### config.mk
export PLATFORM = sky130hd
export DESIGN_NAME = d2c_cfg_flat
export DESIGN_NICKNAME = d
export VERILOG_FILES = /design/src/rtl/d2c_pkg.sv /design/src/rtl/d2c_intf.sv /design/src/rtl/d2c_cfg.sv /design/src/flat_wrapper.sv
export SDC_FILE = /design/constraint.sdc
export NUM_CORES = 1
export LEC_CHECK = 0
export BUFFER_PORTS_ARGS = -buffer_cell sky130_fd_sc_hd__buf_2
export CELL_PAD_IN_SITES_DETAIL_PLACEMENT = 1
export CELL_PAD_IN_SITES_GLOBAL_PLACEMENT = 2
export CORE_MARGIN = 2
export CORE_UTILIZATION = 38
export CTS_CLUSTER_SIZE = 24
export DETAILED_ROUTE_END_ITERATION = 8
export GPL_TIMING_DRIVEN = 0
export PLACE_DENSITY_LB_ADDON = 0.1
export SYNTH_ARGS = -nofsm -noshare
export SYNTH_HDL_FRONTEND = slang
export SYNTH_SLANG_ARGS = --single-unit
### constraint.sdc
create_clock -name clk -period 1.7 [get_ports clk]
set_input_delay 0.34 -clock clk [delete_from_list [all_inputs] [get_ports clk]]
set_output_delay 0.34 -clock clk [all_outputs]
set_load 0.005 [all_outputs]
### src/rtl/d2c_pkg.sv
// ----------------------------------------------------------------------------
// d2c_pkg
// Shared types and constants for the depth to color registration core.
// ----------------------------------------------------------------------------
package d2c_pkg;

    // configuration port
    localparam int IDX_W = 4;
    localparam int CFG_DW = 64;

    // register indexes
    localparam logic [IDX_W-1:0] REG_DEPTH_FOCAL_INV = 4'd0;
    localparam logic [IDX_W-1:0] REG_DEPTH_CENTER    = 4'd1;
    localparam logic [IDX_W-1:0] REG_COLOR_FOCAL     = 4'd2;
    localparam logic [IDX_W-1:0] REG_COLOR_CENTER    = 4'd3;
    localparam logic [IDX_W-1:0] REG_ROT_ROW_A       = 4'd4;
    localparam logic [IDX_W-1:0] REG_ROT_ROW_B       = 4'd5;
    localparam logic [IDX_W-1:0] REG_ROT_ROW_C       = 4'd6;
    localparam logic [IDX_W-1:0] REG_SHIFT_XYZ       = 4'd7;

    // fixed-point widths
    localparam int FW  = 21;   // rotation / translation field
    localparam int MW  = 59;   // back-projection product
    localparam int XW  = 39;   // camera point, Q.8
    localparam int PW  = 60;   // rotation product
    localparam int AW  = 62;   // rotation accumulator
    localparam int CW  = 44;   // rotated point, Q.8
    localparam int QPW = 61;   // projection product
    localparam int NW  = 62;   // projection numerator
    localparam int DNW = 48;   // divisor zc*16
    localparam int QW  = 12;   // quotient bits, covers frames up to 4096

    // rotation diagonal of one in Q2.18
    localparam logic [FW-1:0] ROT_ONE = 21'd262144;

    // stage counts
    localparam int BP_LAT  = 2;
    localparam int ROT_LAT = 2;
    localparam int PRJ_LAT = 4 + QW;
    localparam int TOT_LAT = BP_LAT + ROT_LAT + PRJ_LAT;

    // decoded configuration
    typedef struct packed {
        logic [23:0]              fxi;
        logic [23:0]              fyi;
        logic [15:0]              dcx;
        logic [15:0]              dcy;
        logic [15:0]              cfx;
        logic [15:0]              cfy;
        logic [15:0]              ccx;
        logic [15:0]              ccy;
        logic [2:0][2:0][FW-1:0]  rot;
        logic [2:0][FW-1:0]       tr;
    } cfg_t;

endpackage

### src/rtl/d2c_intf.sv


interface d2c_cfg_if;
    logic                        valid;
    logic                        ready;
    logic [d2c_pkg::IDX_W-1:0]   index;
    logic [d2c_pkg::CFG_DW-1:0]  data;
    modport source (output valid, index, data, input ready);
    modport sink   (input valid, index, data, output ready);
endinterface

### src/rtl/d2c_cfg.sv
// ----------------------------------------------------------------------------
// d2c_cfg
// Configuration register file, decoded into camera and pose fields.
// ----------------------------------------------------------------------------
module d2c_cfg
(
    input  logic            clk,
    input  logic            rst_n,
    d2c_cfg_if.sink         cfg,
    output d2c_pkg::cfg_t   cfg_out
);

    d2c_pkg::cfg_t cfg_reg;

    assign cfg.ready = 1'b1;
    assign cfg_out   = cfg_reg;

    // register writes, unknown indexes dropped
    always_ff @(posedge clk or negedge rst_n)
    begin
        if (!rst_n)
        begin
            cfg_reg.fxi <= '0;
            cfg_reg.fyi <= '0;
            cfg_reg.dcx <= '0;
            cfg_reg.dcy <= '0;
            cfg_reg.cfx <= '0;
            cfg_reg.cfy <= '0;
            cfg_reg.ccx <= '0;
            cfg_reg.ccy <= '0;
            // identity rotation, row 0 lowest
            cfg_reg.rot <= {{d2c_pkg::ROT_ONE, {(2 * d2c_pkg::FW){1'b0}}},
                            {{d2c_pkg::FW{1'b0}}, d2c_pkg::ROT_ONE, {d2c_pkg::FW{1'b0}}},
                            {{(2 * d2c_pkg::FW){1'b0}}, d2c_pkg::ROT_ONE}};
            cfg_reg.tr  <= '0;
        end
        else if (cfg.valid)
        begin
            unique case (cfg.index)
                d2c_pkg::REG_DEPTH_FOCAL_INV:
                begin
                    cfg_reg.fxi <= cfg.data[23:0];
                    cfg_reg.fyi <= cfg.data[47:24];
                end
                d2c_pkg::REG_DEPTH_CENTER:
                begin
                    cfg_reg.dcx <= cfg.data[15:0];
                    cfg_reg.dcy <= cfg.data[31:16];
                end
                d2c_pkg::REG_COLOR_FOCAL:
                begin
                    cfg_reg.cfx <= cfg.data[15:0];
                    cfg_reg.cfy <= cfg.data[31:16];
                end
                d2c_pkg::REG_COLOR_CENTER:
                begin
                    cfg_reg.ccx <= cfg.data[15:0];
                    cfg_reg.ccy <= cfg.data[31:16];
                end
                d2c_pkg::REG_ROT_ROW_A: cfg_reg.rot[0] <= cfg.data[62:0];
                d2c_pkg::REG_ROT_ROW_B: cfg_reg.rot[1] <= cfg.data[62:0];
                d2c_pkg::REG_ROT_ROW_C: cfg_reg.rot[2] <= cfg.data[62:0];
                d2c_pkg::REG_SHIFT_XYZ: cfg_reg.tr     <= cfg.data[62:0];
                default: ;
            endcase
        end
    end

endmodule

### src/flat_wrapper.sv
// flat-port wrapper written by rule: the top's interface ports become plain ports
module d2c_cfg_flat 
  (clk, rst_n, cfg_out, cfg_valid, cfg_index, cfg_data, cfg_ready);
  d2c_cfg_if cfg_i ();
  input  logic clk;
  input  logic rst_n;
  output d2c_pkg::cfg_t cfg_out;
  input wire logic [$bits(cfg_i.valid)-1:0] cfg_valid;
  input wire logic [$bits(cfg_i.index)-1:0] cfg_index;
  input wire logic [$bits(cfg_i.data)-1:0] cfg_data;
  output wire logic [$bits(cfg_i.ready)-1:0] cfg_ready;
  assign cfg_i.valid = cfg_valid;
  assign cfg_i.index = cfg_index;
  assign cfg_i.data = cfg_data;
  assign cfg_ready = cfg_i.ready;
  d2c_cfg u_core (.clk(clk), .rst_n(rst_n), .cfg(cfg_i), .cfg_out(cfg_out));
endmodule
==> out/metrics.cfg <==
[sta]
slew_headroom_pct = 48.11
rsz0062_at_grt = true
min_period_ns = 1.663
holdWs_ns = -0.2270
timing.final.crit_share_pct = 97.81
maxSlewViolCount = 0
setup_viol = 0
clock.fmax_mhz = 601.4
fin_skew_ns = 0
tightest_slew_ns = 0.7783
finalHoldViolations = 80

[clock_network]
cts_root_buf = clkbuf_16
clk_latency_ns = 0.55
cts_max_level = 2
cts_tree = built
post_cts.repair.setup_buffers = 0
cts_buffers = 44
cts_sinks = 396
clkTransAtPathRegs_ns = 0.06
cts_buffer_depth = 3

[yosys]
async_reset_ff_share_pct = 100.0
syn-instance-count = 850
synth-seq-cells = 396
syn-num-nets = 921
ys_types = 17
synth-edff-count = 0
synth.most_common_cell = dfrtp_1
synth_area_leader_cell = dfrtp_1
synth_area_leaders = dfrtp_1, mux2_2, buf_2, dfstp_2, mux2_1
synth_flop_cell = dfrtp_1
ys_top_cells_by_count = dfrtp_1, mux2_2, buf_2
yosysTopAreaCellShare_pct = 67.05
ys_seq_area_share_pct = 67.59
yosys_warnings = 0
synth.avg_cell_area_um2 = 17.26
syn_area_um2 = 14670

[routing]
drc = 0
drt-vias-per-instance = 4.833
totalWireLength_mm = 42.79
via_count = 9227
firstDrtPassIters = 4
ant_nets = 0
drt_iter0_markers = 236
routedWlPerCell_um = 22.42

[floorplan]
die_area_um2 = 40190
die_w_um = 200.5
rows = 71
ios = 468
start_util_pct = 38.76
die_h_um = 200.5
core_area_um2 = 37840

[final_layout]
finalInstanceArea_um2 = 19210
drive_above_1_share_pct = 69.51
largest_reg_flops = 396
final-instance-count-excl-fill = 1909
fin_nets = 1434
syn2layout_area_growth_pct = 30.94

[pwr]
p_leak_nw = 9.528
p_per_area_nw_per_um2 = 1451
ir_worst_vdd_mv = 0.8666

[setup_path]
r2r_cells = 1
crit_slowest_cell = nor2_2
critPathMaxFanout = 10
cp.depth = 5
cp_num_buf_inv = 2
crit_family = simple AND/OR/NAND/NOR gates
endpoint_kind = flip-flop
cp_cell_sequence = buf_2 -> nand2b_1 -> nor2_2 -> buf_2 -> mux2_2
path_common_cell = buf_2
crit_type = input port to flip-flop
critPathRequiredTime_ns = 2.13
worstPathArrival_ns = 2.09
cp-start-kind = input port
cp_slowest_stage_delay_ns = 0.57

[placement]
placed_cell_area_um2 = 17730
port_buffers = 465
hpwl_mm = 30.52
place.gp.congestion = 0.7949
dp_cells = 1829

[status]
status = complete, but fails checks
violations = negative hold slack

[worst_hold_path]
worstHoldPathType = input port to asynchronous set/reset pin

[global_routing]
grt_max_degree = 119
antenna_found_initial = 5
gr-usage-all-layers_pct = 21.41
grt_pass1_wl_mm = 65.00
grt_pass1_vias = 9956
grt_overflow_total = 0

[flow_run]
drv_cap = 0

area by class of cell:
| type | instances | area, um^2 |
|---|---|---|
| clock inverters | 8 | 67.56 |
| diodes | 1 | 2.502 |
| multi-input cells | 411 | 4549 |
| flip-flops and latches | 396 | 9913 |
| plain buffers | 42 | 206.4 |
| fillers | 3892 | 18640 |
| clock buffers | 72 | 1408 |
| well taps | 511 | 639.4 |
| repair buffers | 468 | 2420 |
power breakdown:
| part | switching (mW) | leakage (nW) | total (mW) | internal (mW) |
|---|---|---|---|---|
| logic | 2.57 | 3.94 | 5.68 | 3.11 |
| clock network | 3.74 | 0.732 | 9.52 | 5.78 |
| registers | 1.02 | 4.85 | 12.7 | 11.6 |
| total | 7.33 | 9.53 | 27.9 | 20.5 |
cell usage in the layout (no fill, tap or decap), drive strengths merged:
master,n
buf,505
mux2,396
dfrtp,393
clkbuf,77
clkinv,6
dfstp,3
nor2,3
nand2b,2
nand2,2
or3,2
diode,1
nor3b,1
or4,1
nand3,1
nand3b,1
nor3,1
conb,1
bufinv,1
clkinvlp,1
metal layers:
metal	global-route usage [%]	wire length, um	up-vias
met2	35.94	20910	306
li1	-	-	4046
met1	25.39	16930	4800
met4	5.979	1080	8
met5	0	48	-
met3	8.766	3826	67
stage by stage:
stage	setup TNS, ns	setup WS, ns	total power, mW	hold slack (ns)	utilization [%]
2_1_floorplan	0	0.1025	14.98	0.04441	-
3_3_place_gp	-3251.43	-7.819	18.40	0.4674	46.60
3_5_place_dp	-212.93	-0.8418	18.63	0.3878	46.84
4_1_cts	0	0.04688	28.32	-0.2158	50.75
5_1_grt	-0.03124	-0.008121	29.32	-0.1962	50.74
6_report	0	0.03719	27.86	-0.2270	50.75
path summary, 6_finish.rpt:
kind                                startpoint             endpoint  slack (ns)
max reg2reg                u_core.cfg_out[204]  u_core.cfg_out[204]        0.91
max in group asynchronous                rst_n  u_core.cfg_out[150]        0.47
min reg2reg                u_core.cfg_out[330]  u_core.cfg_out[330]        0.49
min                                      rst_n  u_core.cfg_out[186]       -0.23
min in group clk                  cfg_data[56]  u_core.cfg_out[119]        0.06
max                               cfg_index[3]  u_core.cfg_out[204]        0.04
cells by family (layout without fill, tap and decap cells):
| group | Yosys count | in the layout | synth area share, % |
|---|---|---|---|
| buffers and inverters | 43 | 590 | 1.433 |
| flip-flops | 396 | 396 | 67.59 |
| other | 1 | 2 | 0.02557 |
| multiplexers | 396 | 396 | 30.40 |
| AND/OR/NAND/NOR | 14 | 14 | 0.5545 |
repair_timing:
action | 4_1_cts | 5_1_grt
resized for setup | 2 | 0
pin swaps | 0 | 0
endpoints found under the setup margin | 120 | 64
endpoints found under the hold margin | 80 | 80
Note: power is estimated with default switching activity, not from simulation.
